**config.mk**
```make
export PLATFORM = sky130hd
export DESIGN_NAME = cia402_csp_ramp_controller_unit
export DESIGN_NICKNAME = d
export VERILOG_FILES = /design/src/rtl/ciacsp_pkg.sv /design/src/rtl/ciacsp_update.sv /design/src/rtl/cia402_csp_ramp_controller_unit.sv
export SDC_FILE = /design/constraint.sdc
export NUM_CORES = 1
export LEC_CHECK = 0
export ABC_AREA = 1
export ABC_CLOCK_PERIOD_IN_PS = 11700
export BUFFER_PORTS_ARGS = -buffer_cell sky130_fd_sc_hd__buf_2
export CORE_ASPECT_RATIO = 2
export CORE_MARGIN = 2
export CORE_UTILIZATION = 59
export DETAILED_ROUTE_END_ITERATION = 10
export GPL_ROUTABILITY_DRIVEN = 0
export MAX_ROUTING_LAYER = met4
export PLACE_DENSITY = 0.89
export REMOVE_ABC_BUFFERS = 1
export SLEW_MARGIN = 20
export SYNTH_ARGS = -nofsm -noshare
export SYNTH_HDL_FRONTEND = slang
export SYNTH_SLANG_ARGS = --single-unit
```
**constraint.sdc**
```tcl
create_clock -name clock -period 11.7 [get_ports clock]
set_input_delay 2.34 -clock clock [delete_from_list [all_inputs] [get_ports clock]]
set_output_delay 2.34 -clock clock [all_outputs]
set_load 0.1 [all_outputs]
```
**src/rtl/ciacsp_pkg.sv**
```systemverilog
// ----------------------------------------------------------------------------
// ciacsp_pkg - shared types and constants for the CSP ramp controller
// Field widths, drive state codes, control word codes and the beat layouts
// used by the update logic and the top level.
// ----------------------------------------------------------------------------
package ciacsp_pkg;

   localparam int StatusW = 16;
   localparam int PosW    = 32;
   localparam int StepW   = 20;
   localparam int CtrlW   = 16;

   // status word: fault flag and the low ten state bits
   localparam int FaultBit = 3;
   localparam int StateW   = 10;

   localparam logic [StateW-1:0] StShutdownA  = 10'h250;
   localparam logic [StateW-1:0] StShutdownB  = 10'h270;
   localparam logic [StateW-1:0] StSwitchedOn = 10'h231;
   localparam logic [StateW-1:0] StEnabled    = 10'h233;

   // control word codes sent to the drive
   localparam logic [CtrlW-1:0] CwIdle       = 16'h0000;
   localparam logic [CtrlW-1:0] CwShutdown   = 16'h0006;
   localparam logic [CtrlW-1:0] CwSwitchOn   = 16'h0007;
   localparam logic [CtrlW-1:0] CwEnableOp   = 16'h000F;
   localparam logic [CtrlW-1:0] CwFaultReset = 16'h0080;

   // tolerated drift between reported and actual position while idle
   localparam logic [PosW-1:0] DriftLimit = 32'd3;

   localparam logic [StepW-1:0] MaxStepReset = 20'd300;

   // request beat, last field in the lowest bits
   typedef struct packed {
      logic                   reverse;
      logic                   run;
      logic signed [PosW-1:0] actual_position;
      logic [StatusW-1:0]     drive_status;
   } req_type;

   // response beat, last field in the lowest bits
   typedef struct packed {
      logic [StepW-1:0]       step_size;
      logic signed [PosW-1:0] reported_position;
      logic signed [PosW-1:0] target_position;
      logic [CtrlW-1:0]       ctrl_cmd;
   } rsp_type;

endpackage

```
**src/rtl/ciacsp_update.sv**
```systemverilog
// ----------------------------------------------------------------------------
// ciacsp_update - drive state machine and position ramp state
// Holds control word, target, step and reported position, and works out
// their next values from one registered request beat.
// ----------------------------------------------------------------------------
module ciacsp_update
   import ciacsp_pkg::*;
#(
   parameter int RAMP_STEP = 10
) (
   input  logic             clock,
   input  logic             reset,
   input  logic             advance,
   input  req_type          req,
   input  logic [StepW-1:0] max_step,
   output rsp_type          nxt
);

   localparam logic [StepW-1:0] RampStep = StepW'(RAMP_STEP);
   localparam logic [PosW-1:0]  DriftNeg = ~DriftLimit + 32'd1;

   logic [CtrlW-1:0] control_ff, control_in;
   logic [PosW-1:0]  target_ff, target_in;
   logic [StepW-1:0] step_ff, step_in;
   logic [PosW-1:0]  reported_ff, reported_in;

   logic [CtrlW-1:0] cw_pick;
   logic [StepW:0]   step_up;
   logic [StepW-1:0] step_dn;
   logic [StepW-1:0] step_move;
   logic [PosW-1:0]  moved;
   logic [PosW-1:0]  drift;
   logic             drift_small;

   // pick the control word from the drive status
   always_comb begin
      cw_pick = control_ff;
      if (req.drive_status[FaultBit]) begin
         cw_pick = CwFaultReset;
      end else begin
         case (req.drive_status[StateW-1:0]) inside
            StShutdownA, StShutdownB: cw_pick = CwShutdown;
            StSwitchedOn:             cw_pick = CwSwitchOn;
            StEnabled:                cw_pick = CwEnableOp;
            default:                  cw_pick = control_ff;
         endcase
      end
   end

   // ramp the step up to the ceiling or down to zero, move the target by it and measure the drift
   always_comb begin
      step_up = {1'b0, step_ff} + {1'b0, RampStep};
      if (step_ff <= RampStep) begin
         step_dn = '0;
      end else begin
         step_dn = step_ff - RampStep;
      end
      if (req.run) begin
         step_move = (step_up >= {1'b0, max_step}) ? max_step : step_up[StepW-1:0];
      end else begin
         step_move = step_dn;
      end
      if (req.reverse) begin
         moved = target_ff - PosW'(step_move);
      end else begin
         moved = target_ff + PosW'(step_move);
      end
      drift       = reported_ff - req.actual_position;
      drift_small = (drift <= DriftLimit) || (drift >= DriftNeg);
   end

   // next state for one beat
   always_comb begin
      control_in  = cw_pick;
      target_in   = target_ff;
      step_in     = step_ff;
      reported_in = reported_ff;
      if (req.run || (step_ff != '0)) begin
         if (cw_pick == CwSwitchOn) begin
            target_in = req.actual_position;
         end else if (cw_pick == CwEnableOp) begin
            step_in     = step_move;
            target_in   = moved;
            reported_in = moved;
         end
      end else begin
         // stopped and idle: follow the drive
         target_in  = req.actual_position;
         control_in = CwIdle;
         if (!drift_small) begin
            reported_in = req.actual_position;
         end
      end
   end

   always_ff @(posedge clock) begin
      if (reset) begin
         control_ff  <= CwIdle;
         target_ff   <= '0;
         step_ff     <= '0;
         reported_ff <= '0;
      end else if (advance) begin
         control_ff  <= control_in;
         target_ff   <= target_in;
         step_ff     <= step_in;
         reported_ff <= reported_in;
      end
   end

   assign nxt.ctrl_cmd          = control_in;
   assign nxt.target_position   = target_in;
   assign nxt.reported_position = reported_in;
   assign nxt.step_size         = step_in;

endmodule

```
**src/rtl/cia402_csp_ramp_controller_unit.sv**
```systemverilog
// ----------------------------------------------------------------------------
// cia402_csp_ramp_controller_unit - CiA402 control word and CSP position ramp
// One request beat per bus cycle in, one response beat out, while responses are taken.
// ----------------------------------------------------------------------------
// Each request beat is registered, passed through one stage of update logic
// and lands in the response register, which raises rsp_tvalid; the block
// sustains one beat per clock while the response is taken.
// The drive state and ramp registers are updated as each beat moves into the
// response register, which is what lets the next beat follow straight away.
// The response register decouples the two sides: a new beat is taken while a
// result waits, and both sides stall only when the response is not taken.
// max_step resets to 300 and is written through the csr_ channel, always
// ready; write it only while no beat is in flight.
module cia402_csp_ramp_controller_unit
   import ciacsp_pkg::*;
#(
   parameter int RAMP_STEP = 10
) (
   input  logic         clock,
   input  logic         reset,
   // drive_status[15:0], actual_position[47:16], run[48], reverse[49], zero fill
   input  logic [55:0]  req_tdata,
   input  logic         req_tvalid,
   output logic         req_tready,
   // ctrl_cmd[15:0], target_position[47:16], reported_position[79:48],
   // step_size[99:80], zero fill
   output logic [103:0] rsp_tdata,
   output logic         rsp_tvalid,
   input  logic         rsp_tready,
   input  logic [19:0]  csr_data,
   input  logic         csr_valid,
   output logic         csr_ready
);

   localparam int ReqW = $bits(req_type);
   localparam int RspW = $bits(rsp_type);

   logic             req_valid_ff;
   req_type          req_ff;
   logic             rsp_valid_ff;
   rsp_type          rsp_ff;
   logic [StepW-1:0] max_step_ff;
   logic             advance;
   rsp_type          nxt;

   // move a beat on when the response slot is free or being emptied
   assign advance    = req_valid_ff && (!rsp_valid_ff || rsp_tready);
   assign req_tready = !req_valid_ff || advance;
   assign csr_ready  = 1'b1;

   // hold the step ceiling
   always_ff @(posedge clock) begin
      if (reset) begin
         max_step_ff <= MaxStepReset;
      end else if (csr_valid) begin
         max_step_ff <= csr_data;
      end
   end

   // input register
   always_ff @(posedge clock) begin
      if (reset) begin
         req_valid_ff <= 1'b0;
      end else if (req_tready) begin
         req_valid_ff <= req_tvalid;
      end
   end

   always_ff @(posedge clock) begin
      if (req_tvalid && req_tready) begin
         req_ff <= req_type'(req_tdata[ReqW-1:0]);
      end
   end

   ciacsp_update #(
      .RAMP_STEP (RAMP_STEP)
   ) u_update (
      .clock    (clock),
      .reset    (reset),
      .advance  (advance),
      .req      (req_ff),
      .max_step (max_step_ff),
      .nxt      (nxt)
   );

   // response register
   always_ff @(posedge clock) begin
      if (reset) begin
         rsp_valid_ff <= 1'b0;
      end else if (advance) begin
         rsp_valid_ff <= 1'b1;
      end else if (rsp_tready) begin
         rsp_valid_ff <= 1'b0;
      end
   end

   always_ff @(posedge clock) begin
      if (advance) begin
         rsp_ff <= nxt;
      end
   end

   assign rsp_tvalid = rsp_valid_ff;
   assign rsp_tdata  = {(104 - RspW)'(0), rsp_ff};

endmodule

```
Word-level counts from Yosys, hierarchy flattened
Index checks and enable logic that the tools add are counted.
{ "op_classes": {"add_sub_neg": 5, "muxes": 21, "n_lt_le_gt_ge": 4, "reduce_logical": 11, "n_eq_ne": 6} }
{ "op_table": {"columns": ["operator", "count"], "rows": [
  ["32-bit two-way mux", 8],
  ["20-bit two-way mux", 6],
  ["16-bit two-way mux", 5],
  ["10-bit equality test (second input constant)", 4],
  ["32-bit by 20-bit adder with 32-bit output", 1],
  ["32-bit greater-or-equal comparator (second input constant)", 1],
  ["32-bit by 2-bit <= comparator with 1-bit output (second input constant)", 1],
  ["32-bit by 20-bit subtractor with 32-bit output", 1],
  ["32-bit subtractor", 1],
  ["20-bit by 4-bit adder with 21-bit output (second input constant)", 1],
  ["21-bit by 20-bit greater-or-equal comparator with 1-bit output", 1],
  ["20-bit by 4-bit <= comparator with 1-bit output (second input constant)", 1],
  ["20-bit nonzero test", 1],
  ["20-bit by 4-bit subtractor with 20-bit output (second input constant)", 1],
  ["16-bit by 3-bit equality test with 1-bit output (second input constant)", 1],
  ["16-bit by 4-bit equality test with 1-bit output (second input constant)", 1],
  ["1-bit logical OR", 4],
  ["1-bit logical AND", 2],
  ["1-bit zero test", 2],
  ["1-bit two-way mux", 2],
  ["2-bit nonzero test", 1],
  ["2-bit OR reduction", 1]
]} }
{ "word_totals": {"ff_bits": 266, "in_bits": 81, "elab_cells": 62, "output_inout_bits": 107} }

Longest topological paths before layout
{ "depth": {"ltp_word": 9, "depth_mapped": 45} }

By module
From an unflattened synthesis, not the netlist that was laid out.
{ "hier_totals": {"hier_cells": 2508, "hier_area_um2": 17888.4} }
{ "by_module_without_submodules": {"columns": ["module", "n_inst", "seq_area_each_um2", "cells_per_inst", "area_per_inst_um2"], "rows": [
  ["ciacsp_update", 1, 2001.9, 2251, 12553.3],
  ["cia402_csp_ramp_controller_unit", 1, 4944.7, 257, 5335.1]
]} }

Worst setup path after synthesis
OpenSTA, ideal clock, no wires.
{ "synth_path": {"path_type": "input to register", "startpoint": "input port rsp_tready", "endpoint": "register rsp_ff, in the netlist rsp_tdata[0], enable pin", "setup_time_ns": 0.505, "t_required_ns": 11.195, "arrival_time_ns": 6.001, "stages": 7, "path_slack_ns": 5.194, "path_buffers": 3, "cell_sequence": "inv_1 > nand2_1 > nand2_1 > clkbuf_1 > inv_1 > clkbuf_1 > buf_1"} }
{ "synth_between": {"elab_chain_len": 2} }
{ "synth_lines": {"columns": ["item", "line_no", "text"], "rows": [
  ["from (decl)", "cia402_csp_ramp_controller_unit.sv:29", "input logic rsp_tready,"],
  ["1-bit logical OR", "cia402_csp_ramp_controller_unit.sv:47", "assign advance = req_valid_ff && (!rsp_valid_ff || rsp_tready);"],
  ["1-bit logical AND", "cia402_csp_ramp_controller_unit.sv:47", null],
  ["via advance", "cia402_csp_ramp_controller_unit.sv:43", "logic advance;"],
  ["to (signal assigned)", "cia402_csp_ramp_controller_unit.sv:99", "rsp_ff <= nxt;"],
  ["to (decl)", "cia402_csp_ramp_controller_unit.sv:41", "rsp_type rsp_ff;"]
]} }
The timed path passes the listed nets, and every way through them passes these cells.
A chain may end at the register's enable or synchronous reset.

==> reports/qor.txt <==
Async SR Flop Fraction -> 0
ant diodes -> 0
Total Wirelength -> 48400 µm
worst path arrival time -> 8.29 ns
Leakage -> 9.43 nW
simple-gate share of the synthesized area -> 0.272
Die Footprint -> 31800 µm²
Setup Buffers After CTS -> 0
Worst-Margin Slew -> 1.07 ns
CTS tree -> built
DIE HEIGHT -> 250 µm
final-report hold violation count -> 0
H-tree Lvls -> 1
Hold/Removal Path Class -> flop to flop
Max-slew headroom -> 0.284
largest family of logic cells by synthesized area -> simple AND/OR/NAND/NOR gates
initial antenna violation count -> 0
Via density -> 5.81
Critical Path Sink Type -> flop
Initial Util -> 0.597
unrepaired setup endpoints after global routing -> no
vias in the first global route -> 15969
Yosys top cell by area -> edfxtp_1
Final nets -> 2731
FMAX -> 128 MHz
number of port buffers -> 170
fillcell total -> 2557
synth unique cells -> 60
FP Rows -> 90
Core Region -> 30000 µm²
critical-path cell with the highest stage delay -> dfxtp_1
fin crit period -> 7.84 ns
first drt pass iteration count -> 6
Reg area -> 6770 µm²
kind of critical path -> flop to flop
synthesized instance count -> 2444
EDFF count, synth -> 144
gr ovfl total -> 0
DR vias -> 17150
Synth Area in XOR/XNOR -> 0.0327
Setup crit start kind -> flop
syn avg cell area -> 7.32 µm²
multi-input logic area -> 9380 µm²
Compound-Gate Fraction of Synth Area -> 0.156
mux contribution to synthesized area -> 0
top-area cell type share of the netlist area -> 0.242
Synth Area in Adders -> 0.0617
Power Density -> 146 nW/µm²
Max FO, Critical Path -> 19
synth cell count leaders -> 561 x nand2_1, 320 x inv_1, 233 x nor2_1
HPWL Detailed -> 34100 µm
Worst-Skew Late Latency -> 0.58 ns
ANT nets after route -> 0
first-pass GRT wire length -> 77600 µm
total CTS buffers -> 26
Detailed Route Iter0 Violations -> 1771
Synth area leaders -> edfxtp_1 24%, dfxtp_1 14%, nand2_1 12%
Syn-to-layout area delta -> 10.2%
Routed wire per std cell -> 16.4 µm
Clock transition at path regs -> 0.07 ns
hold buffers post-CTS -> 0
Sink Count -> 266
slowest cell delay on critical path -> 0.43 ns
Root Driver -> clkbuf_16
maximum VDD drop -> 0.000164 V
most used cell, CP -> nand2_1
Longest Clk Path Bufs -> 3
layout cells sized above 1 -> 0.135
Buf/Inv on CP -> 2
Final Core Density -> 0.658
Seq/Total Area, Yosys -> 0.378
All-Layer GR Usage -> 0.306
maxcap violations -> 0
Required @ worst endpoint -> 12.15 ns
I/O Pins -> 188
Final Setup Violations -> 0
max-slew violations -> 0
largest net degree at the start of global routing -> 85
Synth Register Bits -> 266
most common cell in the netlist -> nand2_1
Post-Syn Area -> 17900 µm²
outcome -> completed
Synth Warn # -> 0
final period utilization -> 0.670
Synth Flop Type -> edfxtp_1
drc violations -> 0
setup TNS -> 0 ns
post-CTS sizing -> 0
Die X-Extent -> 127 µm
Setup Skew -> 0.0319 ns
cell family with most CP delay -> simple AND/OR/NAND/NOR gates
placed instance area -> 18800 µm²
fin area -> 19700 µm²
==> power by group <==
| group | switching, mW | total [mW] | internal (mW) |
|---|---|---|---|
| logic | 0.639 | 0.879 | 0.240 |
| registers | 0.0400 | 1.09 | 1.05 |
| clock network | 0.408 | 0.906 | 0.498 |
==> sequential cells by signal, indices dropped and copies added, names as in the netlist <==
signal and flops:
max_step_ff 20, req_ff 44, u_update.control_ff 16, u_update.step_ff 20, u_update.target_ff 32, rsp_tdata 100, req_valid_ff 1, rsp_tvalid 1
u_update.reported_ff 32
==> worst paths after layout <==
path,startpoint,end,slack [ns],cells past startpoint
max,u_update.step_ff[2],u_update.target_ff[27],3.86,37
min,u_update.control_ff[15],u_update.control_ff[15],0.47,2
max reg2reg,u_update.step_ff[2],u_update.target_ff[27],3.86,37
min reg2reg,u_update.control_ff[15],u_update.control_ff[15],0.47,2
==> layout by cell type, fill, tap and decap left out, types with 14 or more instances in the layout <==
cell / n
xor2_1: 53
edfxtp_1: 144
o21ai_2: 14
ha_1: 85
a21oi_1: 190
nand4_1: 50
o21ai_1: 42
nand2_1: 559
inv_2: 16
inv_1: 317
o21ai_0: 174
dfxtp_1: 122
nor3_1: 24
nor2_1: 233
buf_2: 170
nand3_1: 143
clkbuf_16: 27
nand2_2: 28
==> kinds of logic after synthesis <==
logic type	count (synthesis)
XOR/XNOR	66
adder cells (fa/ha/maj)	87
flip-flops	266
buffers and inverters	429
other	2
AND/OR/NAND/NOR	1100
AO/OA/AOI/OAI	494
==> tightest hold or removal path, stage by stage (launching register included) <==
cell and delay, ns:
dfxtp_1 0.31, nand2_1 0.06, a21oi_1 0.05
==> cell type report <==
type,instances,area share
inverter,337,0.0646
timing repair buffer,180,0.0470
tap,368,0.0234
sequential,266,0.343
multi-input combinational,1752,0.476
clock buffer,28,0.0345
clock inverter,20,0.0114
==> per-layer routing <==
layer	track usage	up-vias	share of wire
met5	-	-	0
met4	0.143	0	0.048
met3	0.0342	167	0.086
met2	0.495	918	0.47
met1	0.385	7741	0.39
li1	-	8324	-
==> through the flow <==
step	setup WS, ns	std cells	power [mW]	hold slack [ns]
floorplan	3.47	2355	1.77	0.435
global placement	4.46	2903	1.94	0.453
detailed placement	4.20	2903	1.96	0.457
CTS	4.13	2951	2.86	0.468
global route	3.39	2951	3.00	0.483
finish	3.86	2951	2.87	0.465
Power figures use the tool's default switching activity.
